[src/rtl/lir_pkg.sv]
// Shared constants, types and width helpers of the linear interpolation resampler.
`default_nettype none

package lir_pkg;

  // Rate registers and configuration port
  localparam int RATE_W     = 19;
  localparam int CFG_ADDR_W = 2;

  localparam logic [CFG_ADDR_W-1:0] REG_SOURCE_RATE = 2'd0;
  localparam logic [CFG_ADDR_W-1:0] REG_TARGET_RATE = 2'd1;
  localparam logic [CFG_ADDR_W-1:0] REG_STEREO_MODE = 2'd2;

  localparam logic [RATE_W-1:0] RESET_RATE   = 19'd44100;
  localparam logic              RESET_STEREO = 1'b1;

  // Parameter defaults
  localparam int DEF_MAX_BURST    = 64;
  localparam int DEF_SAMPLE_WIDTH = 16;

  // Request to the shared divider
  typedef struct packed {
    logic start;     // load operands and begin
    logic mod_mode;  // remainder of a rate-sized dividend, else interpolation quotient
  } div_req_t;

  // Signed width of y0*den + (y1-y0)*r
  function automatic int acc_width(int sw);
    return sw + RATE_W + 2;
  endfunction

  // Working width of the divider remainder and shifted divisor
  function automatic int div_width(int sw);
    return (sw + RATE_W + 2 > 2 * RATE_W) ? sw + RATE_W + 2 : 2 * RATE_W;
  endfunction

  // Largest divisor shift, i.e. number of quotient bits minus one
  function automatic int div_top_shift(int sw);
    return (sw > RATE_W - 1) ? sw : RATE_W - 1;
  endfunction

endpackage

`default_nettype wire

[src/rtl/lir_div.sv]
// Restoring divider, one quotient bit per cycle, shared for interpolation and phase skip.
`default_nettype none

module lir_div #(
  parameter  int SW = lir_pkg::DEF_SAMPLE_WIDTH,
  localparam int DW = lir_pkg::div_width(SW),
  localparam int QW = lir_pkg::div_top_shift(SW) + 1
) (
  input  wire                            clk,
  input  wire                            rst_n,
  input  lir_pkg::div_req_t              req,
  input  wire  [DW-1:0]                  dividend,
  input  wire  [lir_pkg::RATE_W-1:0]     divisor,
  output logic                           done,
  output logic [QW-1:0]                  quotient,
  output logic [DW-1:0]                  remainder
);
  import lir_pkg::*;

  localparam int TOP = div_top_shift(SW);
  localparam int CW  = $clog2(TOP + 1);

  logic          busy_r, busy_nxt;
  logic          done_r, done_nxt;
  logic [CW-1:0] cnt_r, cnt_nxt;
  logic [DW-1:0] rem_r, rem_nxt;
  logic [DW-1:0] dvs_r, dvs_nxt;
  logic [QW-1:0] q_r, q_nxt;
  logic          ge;

  assign ge = (rem_r >= dvs_r);

  // Load on start, then compare-subtract with the divisor walking down one bit
  always_comb begin
    busy_nxt = busy_r;
    done_nxt = 1'b0;
    cnt_nxt  = cnt_r;
    rem_nxt  = rem_r;
    dvs_nxt  = dvs_r;
    q_nxt    = q_r;
    if (req.start) begin
      busy_nxt = 1'b1;
      rem_nxt  = dividend;
      q_nxt    = '0;
      if (req.mod_mode) begin
        dvs_nxt = DW'(divisor) << (RATE_W - 1);
        cnt_nxt = CW'(RATE_W - 1);
      end else begin
        dvs_nxt = DW'(divisor) << SW;
        cnt_nxt = CW'(SW);
      end
    end else if (busy_r) begin
      rem_nxt = ge ? (rem_r - dvs_r) : rem_r;
      q_nxt   = {q_r[QW-2:0], ge};
      dvs_nxt = dvs_r >> 1;
      if (cnt_r == '0) begin
        busy_nxt = 1'b0;
        done_nxt = 1'b1;
      end else begin
        cnt_nxt = cnt_r - 1'b1;
      end
    end
  end

  always_ff @(posedge clk) begin
    if (!rst_n) begin
      busy_r <= 1'b0;
      done_r <= 1'b0;
    end else begin
      busy_r <= busy_nxt;
      done_r <= done_nxt;
    end
  end

  // Datapath registers
  always_ff @(posedge clk) begin
    cnt_r <= cnt_nxt;
    rem_r <= rem_nxt;
    dvs_r <= dvs_nxt;
    q_r   <= q_nxt;
  end

  assign done      = done_r;
  assign quotient  = q_r;
  assign remainder = rem_r;

endmodule

`default_nettype wire

[src/rtl/linear_interp_resampler.sv]
// Linear interpolation sample rate converter with exact rational phase.
// Each result passes a check state, then for each channel the one shared multiplier and
// the bit-serial divider; each segment that overflows the burst limit adds a divider pass
// that skips the dropped results.
// A new input word is taken once the previous one has queued its last result.
// Synchronous active-low reset restores default rates, stereo mode and an empty stream.
`default_nettype none

module linear_interp_resampler #(
  parameter  int MAX_BURST    = lir_pkg::DEF_MAX_BURST,
  parameter  int SAMPLE_WIDTH = lir_pkg::DEF_SAMPLE_WIDTH,
  localparam int DATA_W       = ((2 * SAMPLE_WIDTH + 7) / 8) * 8
) (
  input  wire                              clk,
  input  wire                              rst_n,
  // input frames: tdata = left_sample, right_sample, zero pad; tlast = final_frame
  input  wire                              in_tvalid,
  output logic                             in_tready,
  input  wire  [DATA_W-1:0]                in_tdata,
  input  wire                              in_tlast,
  // results: tdata = left_out, right_out, zero pad; tlast = run_end
  output logic                             out_tvalid,
  input  wire                              out_tready,
  output logic [DATA_W-1:0]                out_tdata,
  output logic                             out_tlast,
  // tuser = stream_end, burst_overflow
  output logic [1:0]                       out_tuser,
  // register writes
  input  wire                              cfg_valid,
  output logic                             cfg_ready,
  input  wire  [lir_pkg::CFG_ADDR_W-1:0]   cfg_addr,
  input  wire  [lir_pkg::RATE_W-1:0]       cfg_data
);
  import lir_pkg::*;

  localparam int SW    = SAMPLE_WIDTH;
  localparam int ACCW  = acc_width(SW);
  localparam int DW    = div_width(SW);
  localparam int QW    = div_top_shift(SW) + 1;
  localparam int CNT_W = $clog2(MAX_BURST + 1);

  localparam logic [3:0] S_IDLE    = 4'd0;
  localparam logic [3:0] S_CHECK   = 4'd1;
  localparam logic [3:0] S_MUL0    = 4'd2;
  localparam logic [3:0] S_MUL1    = 4'd3;
  localparam logic [3:0] S_DIVGO   = 4'd4;
  localparam logic [3:0] S_DIVWAIT = 4'd5;
  localparam logic [3:0] S_MODGO   = 4'd6;
  localparam logic [3:0] S_MODWAIT = 4'd7;
  localparam logic [3:0] S_SEGEND  = 4'd8;
  localparam logic [3:0] S_FINISH  = 4'd9;

  // Control state
  logic [3:0]        state_r, state_nxt;
  logic [RATE_W-1:0] src_r, src_nxt;
  logic [RATE_W-1:0] tgt_r, tgt_nxt;
  logic              stereo_r, stereo_nxt;
  logic              have_prev_r, have_prev_nxt;
  logic [RATE_W-1:0] phase_r, phase_nxt;
  logic              pend_valid_r, pend_valid_nxt;
  logic              out_valid_r, out_valid_nxt;
  logic [CNT_W-1:0]  cnt_r, cnt_nxt;

  // Datapath
  logic signed [SW-1:0]   prev_l_r, prev_l_nxt, prev_r_r, prev_r_nxt;
  logic signed [SW-1:0]   cur_l_r, cur_l_nxt, cur_r_r, cur_r_nxt;
  logic                   fin_r, fin_nxt;
  logic                   seg_r, seg_nxt;
  logic                   ch_r, ch_nxt;
  logic                   over_r, over_nxt;
  logic [RATE_W:0]        p_r, p_nxt;
  logic signed [ACCW-1:0] acc_r, acc_nxt;
  logic                   neg_r, neg_nxt;
  logic signed [SW-1:0]   pend_l_r, pend_l_nxt, pend_r_r, pend_r_nxt;
  logic signed [SW-1:0]   out_l_r, out_l_nxt, out_r_r, out_r_nxt;
  logic                   out_last_r, out_last_nxt;
  logic                   out_send_r, out_send_nxt;
  logic                   out_ovf_r, out_ovf_nxt;

  // Derived values
  logic [RATE_W-1:0]      step, den, rem_lo;
  logic [RATE_W:0]        den_ext;
  logic                   out_free, burst_room, have_result, pend_push;
  logic signed [SW-1:0]   y0, y1, cur_ch, prev_ch, div_res;
  logic signed [SW:0]     mul_a;
  logic signed [RATE_W:0] mul_b;
  logic signed [ACCW-1:0] mul_p;
  logic [ACCW-1:0]        acc_mag;
  logic [SW-1:0]          q_lo;

  // Divider interface
  div_req_t          div_req;
  logic [DW-1:0]     div_dividend;
  logic              div_done;
  logic [QW-1:0]     div_q;
  logic [DW-1:0]     div_rem;

  assign step    = (src_r == '0) ? RATE_W'(1) : src_r;
  assign den     = (tgt_r == '0) ? RATE_W'(1) : tgt_r;
  assign den_ext = {1'b0, den};

  assign out_free    = !out_valid_r || out_tready;
  assign burst_room  = (cnt_r < CNT_W'(MAX_BURST));
  assign have_result = (p_r < den_ext);

  // Channel and segment operand selection
  assign cur_ch  = ch_r ? cur_r_r : cur_l_r;
  assign prev_ch = ch_r ? prev_r_r : prev_l_r;
  assign y0      = seg_r ? cur_ch : prev_ch;
  assign y1      = cur_ch;

  // Shared multiplier: y0*den first, then (y1-y0)*phase
  always_comb begin
    if (state_r == S_MUL1) begin
      mul_a = {y1[SW-1], y1} - {y0[SW-1], y0};
      mul_b = {1'b0, p_r[RATE_W-1:0]};
    end else begin
      mul_a = {y0[SW-1], y0};
      mul_b = {1'b0, den};
    end
  end
  assign mul_p = mul_a * mul_b;

  assign acc_mag = acc_r[ACCW-1] ? ACCW'(-acc_r) : acc_r;
  assign q_lo    = div_q[SW-1:0];
  assign div_res = neg_r ? $signed(-q_lo) : $signed(q_lo);
  assign rem_lo  = div_rem[RATE_W-1:0];

  // Divider operands
  assign div_req.start    = (state_r == S_DIVGO) || (state_r == S_MODGO);
  assign div_req.mod_mode = (state_r == S_MODGO);
  assign div_dividend     = (state_r == S_MODGO) ? DW'(den - p_r[RATE_W-1:0])
                                                 : DW'(acc_mag);

  lir_div #(.SW(SW)) u_div (
    .clk       (clk),
    .rst_n     (rst_n),
    .req       (div_req),
    .dividend  (div_dividend),
    .divisor   ((state_r == S_MODGO) ? step : den),
    .done      (div_done),
    .quotient  (div_q),
    .remainder (div_rem)
  );

  // Sequencer
  always_comb begin
    state_nxt      = state_r;
    src_nxt        = src_r;
    tgt_nxt        = tgt_r;
    stereo_nxt     = stereo_r;
    have_prev_nxt  = have_prev_r;
    phase_nxt      = phase_r;
    pend_valid_nxt = pend_valid_r;
    cnt_nxt        = cnt_r;
    prev_l_nxt     = prev_l_r;
    prev_r_nxt     = prev_r_r;
    cur_l_nxt      = cur_l_r;
    cur_r_nxt      = cur_r_r;
    fin_nxt        = fin_r;
    seg_nxt        = seg_r;
    ch_nxt         = ch_r;
    over_nxt       = over_r;
    p_nxt          = p_r;
    acc_nxt        = acc_r;
    neg_nxt        = neg_r;
    pend_l_nxt     = pend_l_r;
    pend_r_nxt     = pend_r_r;
    out_l_nxt      = out_l_r;
    out_r_nxt      = out_r_r;
    out_last_nxt   = out_last_r;
    out_send_nxt   = out_send_r;
    out_ovf_nxt    = out_ovf_r;
    pend_push      = 1'b0;

    // register writes
    if (cfg_valid) begin
      unique case (cfg_addr)
        REG_SOURCE_RATE: src_nxt    = cfg_data;
        REG_TARGET_RATE: tgt_nxt    = cfg_data;
        REG_STEREO_MODE: stereo_nxt = cfg_data[0];
        default: ;
      endcase
    end

    unique case (state_r)
      S_IDLE: begin
        if (in_tvalid) begin
          cur_l_nxt = in_tdata[SW-1:0];
          cur_r_nxt = in_tdata[2*SW-1:SW];
          fin_nxt   = in_tlast;
          p_nxt     = {1'b0, phase_r};
          cnt_nxt   = '0;
          over_nxt  = 1'b0;
          if (have_prev_r) begin
            seg_nxt   = 1'b0;
            state_nxt = S_CHECK;
          end else if (in_tlast) begin
            seg_nxt   = 1'b1;
            state_nxt = S_CHECK;
          end else begin
            // first frame of a stream: just hold it
            prev_l_nxt    = in_tdata[SW-1:0];
            prev_r_nxt    = in_tdata[2*SW-1:SW];
            have_prev_nxt = 1'b1;
          end
        end
      end
      S_CHECK: begin
        if (have_result && burst_room) begin
          // another result follows, so the pending one is not the last
          if (!pend_valid_r || out_free) begin
            pend_push = pend_valid_r;
            if (pend_valid_r) begin
              out_last_nxt = 1'b0;
              out_send_nxt = 1'b0;
              out_ovf_nxt  = 1'b0;
            end
            pend_valid_nxt = 1'b0;
            ch_nxt         = 1'b0;
            state_nxt      = S_MUL0;
          end
        end else if (have_result) begin
          over_nxt  = 1'b1;
          state_nxt = S_MODGO;
        end else begin
          p_nxt     = p_r - den_ext;
          state_nxt = S_SEGEND;
        end
      end
      S_MUL0: begin
        acc_nxt   = mul_p;
        state_nxt = S_MUL1;
      end
      S_MUL1: begin
        acc_nxt   = acc_r + mul_p;
        state_nxt = S_DIVGO;
      end
      S_DIVGO: begin
        neg_nxt   = acc_r[ACCW-1];
        state_nxt = S_DIVWAIT;
      end
      S_DIVWAIT: begin
        if (div_done) begin
          if (!ch_r) begin
            pend_l_nxt = div_res;
          end else begin
            pend_r_nxt = div_res;
          end
          if (!ch_r && stereo_r) begin
            ch_nxt    = 1'b1;
            state_nxt = S_MUL0;
          end else begin
            if (!stereo_r) begin
              pend_r_nxt = '0;
            end
            pend_valid_nxt = 1'b1;
            cnt_nxt        = cnt_r + 1'b1;
            p_nxt          = p_r + {1'b0, step};
            state_nxt      = S_CHECK;
          end
        end
      end
      S_MODGO: begin
        state_nxt = S_MODWAIT;
      end
      S_MODWAIT: begin
        // phase past the frame after skipping the dropped results
        if (div_done) begin
          p_nxt     = (rem_lo == '0) ? '0 : {1'b0, step - rem_lo};
          state_nxt = S_SEGEND;
        end
      end
      S_SEGEND: begin
        if (!seg_r && fin_r) begin
          seg_nxt   = 1'b1;
          state_nxt = S_CHECK;
        end else begin
          state_nxt = S_FINISH;
        end
      end
      S_FINISH: begin
        if (!pend_valid_r || out_free) begin
          pend_push = pend_valid_r;
          // flags go with the pushed word only; a waiting word keeps its own
          if (pend_valid_r) begin
            out_last_nxt = 1'b1;
            out_send_nxt = fin_r;
            out_ovf_nxt  = over_r;
          end
          pend_valid_nxt = 1'b0;
          if (fin_r) begin
            have_prev_nxt = 1'b0;
            phase_nxt     = '0;
          end else begin
            prev_l_nxt    = cur_l_r;
            prev_r_nxt    = cur_r_r;
            have_prev_nxt = 1'b1;
            phase_nxt     = p_r[RATE_W-1:0];
          end
          state_nxt = S_IDLE;
        end
      end
      default: state_nxt = S_IDLE;
    endcase

    // output word register
    if (pend_push) begin
      out_valid_nxt = 1'b1;
      out_l_nxt     = pend_l_r;
      out_r_nxt     = pend_r_r;
    end else if (out_tready) begin
      out_valid_nxt = 1'b0;
    end else begin
      out_valid_nxt = out_valid_r;
    end
  end

  always_ff @(posedge clk) begin
    if (!rst_n) begin
      state_r      <= S_IDLE;
      src_r        <= RESET_RATE;
      tgt_r        <= RESET_RATE;
      stereo_r     <= RESET_STEREO;
      have_prev_r  <= 1'b0;
      phase_r      <= '0;
      pend_valid_r <= 1'b0;
      out_valid_r  <= 1'b0;
      cnt_r        <= '0;
    end else begin
      state_r      <= state_nxt;
      src_r        <= src_nxt;
      tgt_r        <= tgt_nxt;
      stereo_r     <= stereo_nxt;
      have_prev_r  <= have_prev_nxt;
      phase_r      <= phase_nxt;
      pend_valid_r <= pend_valid_nxt;
      out_valid_r  <= out_valid_nxt;
      cnt_r        <= cnt_nxt;
    end
  end

  // Payload registers
  always_ff @(posedge clk) begin
    prev_l_r   <= prev_l_nxt;
    prev_r_r   <= prev_r_nxt;
    cur_l_r    <= cur_l_nxt;
    cur_r_r    <= cur_r_nxt;
    fin_r      <= fin_nxt;
    seg_r      <= seg_nxt;
    ch_r       <= ch_nxt;
    over_r     <= over_nxt;
    p_r        <= p_nxt;
    acc_r      <= acc_nxt;
    neg_r      <= neg_nxt;
    pend_l_r   <= pend_l_nxt;
    pend_r_r   <= pend_r_nxt;
    out_l_r    <= out_l_nxt;
    out_r_r    <= out_r_nxt;
    out_last_r <= out_last_nxt;
    out_send_r <= out_send_nxt;
    out_ovf_r  <= out_ovf_nxt;
  end

  assign in_tready  = (state_r == S_IDLE);
  assign cfg_ready  = 1'b1;
  assign out_tvalid = out_valid_r;
  assign out_tdata  = DATA_W'({out_r_r, out_l_r});
  assign out_tlast  = out_last_r;
  assign out_tuser  = {out_ovf_r, out_send_r};

  // Checks
  a_idle_no_pending: assert property (@(posedge clk) disable iff (!rst_n)
    (state_r == S_IDLE) |-> !pend_valid_r)
    else $error("pending result left behind when going idle");

  a_burst_bound: assert property (@(posedge clk) disable iff (!rst_n)
    cnt_r <= CNT_W'(MAX_BURST))
    else $error("result count exceeds burst limit");

  a_flags_on_last: assert property (@(posedge clk) disable iff (!rst_n)
    (out_tvalid && (out_tuser[0] || out_tuser[1])) |-> out_tlast)
    else $error("stream end or overflow flag on a word that is not last");

  a_weight_in_range: assert property (@(posedge clk) disable iff (!rst_n)
    (state_r == S_MUL1) |-> (p_r < den_ext))
    else $error("interpolation weight not below target rate");

endmodule

`default_nettype wire
[config.mk]
export PLATFORM = sky130hd
export DESIGN_NAME = linear_interp_resampler
export DESIGN_NICKNAME = d
export VERILOG_FILES = /design/src/rtl/lir_pkg.sv /design/src/rtl/lir_div.sv /design/src/rtl/linear_interp_resampler.sv
export SDC_FILE = /design/constraint.sdc
export NUM_CORES = 2
export LEC_CHECK = 0
export ABC_AREA = 1
export BUFFER_PORTS_ARGS = -buffer_cell sky130_fd_sc_hd__buf_2
export CELL_PAD_IN_SITES_DETAIL_PLACEMENT = 1
export CELL_PAD_IN_SITES_GLOBAL_PLACEMENT = 1
export CORE_AREA = 3 3 286 288
export DETAILED_ROUTE_END_ITERATION = 12
export DIE_AREA = 0 0 289 291
export PLACE_DENSITY = 0.9
export SYNTH_ARGS = -nofsm -noshare
export SYNTH_HDL_FRONTEND = slang
export SYNTH_SLANG_ARGS = --single-unit
export TNS_END_PERCENT = 50
[constraint.sdc]
create_clock -name clk -period 11 [get_ports clk]
set_input_delay 1.1 -clock clk [delete_from_list [all_inputs] [get_ports clk]]
set_output_delay 1.1 -clock clk [all_outputs]
set_load 0.02 [all_outputs]
Word-level counts from Yosys, hierarchy flattened. Cells that the tools add are included.

Logic and storage cells: 238. Output and inout port bits: 38. Register bits after elaboration: 364.

Add/sub/neg operators: 11. Multipliers: 1. $lt $le $gt $ge: 3. Bitwise gates (word level): 3. Equal/unequal tests: 31. Reductions and logical operators: 48. Multiplexer cells: 108.

Operators by type and width (number): $mux 16 (17); $mux 38 (6); $mux 20 (6); $mux 19 (6); $pmux 20 s4 (1); $mux 37 (2); $pmux 37 s2 (1); $pmux 16 s2 (2); $logic_not 19->1 (3); $mux 4 (10); $pmux 4 s10 (1); $ge 38x38->1 (1); $sub 38x38->38 (1); $add 37x37->37 (1); $mul 17x20->37 (1); $mux 1 (37); $neg 37->37 (1); $ne 2x2->1 const B (16); $mux 7 (3); $add 20x19->20 (1); $lt 20x19->1 (1); $reduce_bool 2->1 (10); $sub 19x19->20 (1); $sub 20x19->20 (1); other kinds (37) (75).

Longest topological paths before layout.
Depth after elaboration: 7. Mapped depth: 53.

Modules after synthesis. A second synthesis with hierarchy kept.

Cell total of the unflattened synthesis: 5409. Area, all modules: 39088.7 um^2.

Modules (own cells, without submodules): linear_interp_resampler (times used 1, area an instance 32135.8 um^2, cells an instance 4440); lir_div (times used 1, area an instance 6952.9 um^2, cells an instance 969).

Worst setup path after synthesis. No wires, ideal clock.

Path type: register to register. Start: register ch_r. End: register acc_r[31], data pin. Stages on the path, launching flop included: 46. Clock period less this slack: 8526 ps. Data required time: 10746 ps. Library setup time: 254 ps. Slack: 2474 ps. Arrival: 8273 ps. Path through: edfxtp_1 buf_2 buf_6 nand2_1 o21ai_0 a22oi_1 ha_1 inv_1 fa_1 nand3_1 nand2_1 nand2_1 nand2_1 nand3_1 nand2_1 xnor2_1 nand2_1 nand2_1 [... 10 more ...] fa_1 inv_1 ha_1 a21oi_1 nor2_1 nor2_1 o21a_1 nand3_1 and2_1 ha_1 a21oi_1 inv_1 a31oi_1 nor2_1 nor3_1 nand3b_1 nand3_1 nand2_1.

Cells in the longest elaborated chain, start to end: 7. Elaborated cells between the ends (all ways): 8.

Ends and longest elaborated chain: start, declared (line linear_interp_resampler.sv:69) `logic ch_r, ch_nxt;`; start signal, assigned (line linear_interp_resampler.sv:351) `ch_r <= ch_nxt;`; $mux 16, on equally long branches (line linear_interp_resampler.sv:108, linear_interp_resampler.sv:107); $mux 16 (line linear_interp_resampler.sv:109) `assign y0 = seg_r ? cur_ch : prev_ch;`; $sub 16x16->17 (line linear_interp_resampler.sv:115) `mul_a = {y1[SW-1], y1} - {y0[SW-1], y0};`; $mux 17 * (line linear_interp_resampler.sv:114) `if (state_r == S_MUL1) begin`; $mul 17x20->37 * (line linear_interp_resampler.sv:122) `assign mul_p = mul_a * mul_b;`; $add 37x37->37 (line linear_interp_resampler.sv:236) `acc_nxt = acc_r + mul_p;`; $pmux 37 s2 * (line linear_interp_resampler.sv:186) `unique case (state_r)`; via acc_nxt[31] (line linear_interp_resampler.sv:72) `logic signed [ACCW-1:0] acc_r, acc_nxt;`; end signal, assigned (line linear_interp_resampler.sv:354) `acc_r <= acc_nxt;`; end, declared (line linear_interp_resampler.sv:72).

The timed path passes the listed nets; every way through them passes the cells marked *. A chain may end at the register's enable or synchronous reset.

Worst setup path in the final report.
Start: register ch_r. End: register acc_r[34], data pin.

Same word-level chain as after synthesis.

==> metrics.txt <==
hold path depth 0; routed vias between 30000 and 40000; Ports 97; Final Hold Vio Count 0; die span in x slightly below 300 um; most frequent cells in the layout nand2_1 (1238), inv_1 (806), nor2_1 (490); DR WL/cell 24.1 um; share of cells above drive strength 1 6.10%; Post-layout nets ~5800; Hold-fix buffers, CTS 0; max frequency roughly 96 MHz; top-area cell type share of the netlist area 21.6%; Worst EP required 11.35 ns; post-synthesis sequential area ratio 26.3%; commonest non-fill, non-tap cell in the layout nand2_1; CTS Buffer Depth 3; placed instance area roughly 39000 sq um; status finished clean; IO buf count 95; worst-margin pin slew 1.14 ns; largest net degree at the start of global routing 65; Setup crit start kind flip-flop; ys async rst share 0%; worst path bufs/invs 6; cell area after layout just over 40000 sq um; #FFs+latches synth 363; Clock H-tree levels 2; Synth warnings 0; syn avg cell area 7.38 sq um; Unique masters post-synth 66; CP Class reg -> reg; P&R area growth vs syn 7.70%; Slew Limit Fails 0; cell count after placement slightly above 6000; DRC 0; CTS root buf clkbuf_16; top cells by area, synth edfxtp_1 (22%), fa_1 (14%), nand2_1 (12%), ha_1 (9.9%), inv_1 (8.0%); Std-Cell Rows 103; period utilisation layout ~95%; vias in the first global route 39207; core footprint 79100 sq um; DRT iter0 DRCs ~3200; Post-Route WL 151000 um; worst-path maximum fanout 28; CTS buffer count 44; CP delay by family, top adder cells; GPL Wtd Cong 0.985; Crit. End Element flip-flop; clk_lat worst skew approximately 0.62 ns; drt via density 5.95; relative slew slack 23.7%; Die Y between 200 and 300 um; hold crit path type reg -> reg; Max-Cap Viols 0; Starting Density 48.0%; slowest stage cell, crit path fa_1; total gr overflow 0; CTS tree built; initial antenna violation count 4; Synthesized Nets 5765; DP HPWL approximately 120000 um; Main synth FF type edfxtp_1; number of synthesized flops with an enable pin 273; non-filler instance count after layout 6246; CTS Sinks 363; depth of the worst register-to-register path between 40 and 50; largest area contributor in the netlist edfxtp_1; Mapped Area approximately 38000 sq um; Mapped Cells 5144; gr usage total between 30% and 40%; Data arrival, critical path 10.80 ns; fill count 10104; Critical Path Stages 44; First-pass DRT Iterations 6; first-pass GRT wire length ~230000 um; clk_skew 0.0418 ns; Crit path largest cell delay 0.56 ns; antenna viol nets, final 0; CP most frequent cell nand2_1; Layout Utilization between 50% and 60%; post-layout min period 10.45 ns; Setup-failing EPs final 0; clock-pin slew on the worst setup and hold paths around 0.06 ns; die outline area 84100 sq um
layer usage:
layer / track usage [%] / part of all wire, % / wire, um
met3: 5.25 / 7.2 / 10900
met4: 21.8 / 7.4 / 11100
met1: 44.0 / 39 / 58500
met2: 58.2 / 47 / 70100
met5: 0 / 0.026 / 39
through the flow:
stage	hold WS (ns)	setup TNS, ns	setup slack [ns]
after global placement	0.402	0	0.648
after floorplan	0.400	0	2.47
after global routing	0.419	-0.0329	-0.0194
after detailed placement	0.407	0	0.480
final	0.401	0	0.546
after CTS	0.401	0	0.411
worst reg2reg max path: cells and delay by family, from the launching register on:
kind                     cells  cell delay (ns)
buffers and inverters        6             0.84
adder cells (fa/ha/maj)      9             4.11
AND/OR/NAND/NOR             23             3.39
AO/OA/AOI/OAI                6             1.56
flip-flops                   1             0.34
path summary, 6_finish.rpt:
check / from / to / slack, ns
setup / recovery: ch_r / acc_r[34] / 0.55
hold reg to reg: pend_l_r[10] / out_l_r[10] / 0.40
hold / removal: pend_l_r[10] / out_l_r[10] / 0.40
setup reg to reg: ch_r / acc_r[34] / 0.55
cells by family (layout without fill, tap and decap cells):
group	Yosys count	after routing	share of synthesized area, %
other	1	2	0.00987
AO/OA/AOI/OAI	780	780	11.6
buffers and inverters	1008	1059	10.3
XOR/XNOR	77	77	1.78
adder cells (fa/ha/maj)	562	562	23.7
flip-flops	363	363	26.3
AND/OR/NAND/NOR	2353	2353	26.3
final cells by class:
type,count,area [sq um],area share [%]
multi-input combinational,3773,24100,58.9
antenna,1,2.50,0.00612
timing repair buffer,140,826,2.02
clock inverter,21,274,0.670
tap,1050,1310,3.21
timing repair inverter,1,5.00,0.0122
sequential,363,10000,24.4
inverter,836,3150,7.71
clock buffer,61,1240,3.02
registers in the layout, summed over array words and instances (netlist names), 16 cells and up:
| register | cells |
|---|---|
| acc_r | 37 |
| cur_l_r | 16 |
| cur_r_r | 16 |
| out_l_r | 16 |
| out_r_r | 16 |
| p_r | 20 |
| pend_l_r | 16 |
| pend_r_r | 16 |
| phase_r | 19 |
| prev_l_r | 16 |
| prev_r_r | 16 |
| src_r | 19 |
| tgt_r | 19 |
| u_div.dvs_r | 37 |
| u_div.quotient | 16 |
| u_div.remainder | 38 |
repair_timing:
| item | in CTS | in global routing |
|---|---|---|
| buffers inserted | 0 | 5 |
| resized for setup | 0 | 10 |
| setup endpoints to repair | 0 | 11 |
synthesized netlist by cell type, types with 6 or more instances:
library cell / number
nor2_1: 491
dfxtp_1: 90
nor2_2: 7
a21oi_1: 321
ha_1: 301
inv_1: 808
nor3_1: 45
nor4_1: 14
and2_1: 13
xor2_1: 54
o21bai_1: 21
o21ai_2: 15
a21o_1: 20
clkbuf_1: 88
fa_1: 261
nand3_1: 380
inv_2: 24
nand3b_1: 36
a22o_1: 9
nand4_1: 71
o211ai_1: 14
o21a_1: 14
buf_4: 10
buf_1: 9
or2_2: 21
o31ai_1: 7
edfxtp_1: 273
nand2_1: 1240
buf_2: 60
xnor2_1: 23
o21ai_0: 274
o21ai_1: 25
nand2_2: 10
o221ai_1: 18
o22ai_1: 6
a31oi_1: 10
Power is left out: the tool's default activity adds up to more than one toggle a clock period on the data nets, which glitch-free logic cannot reach.
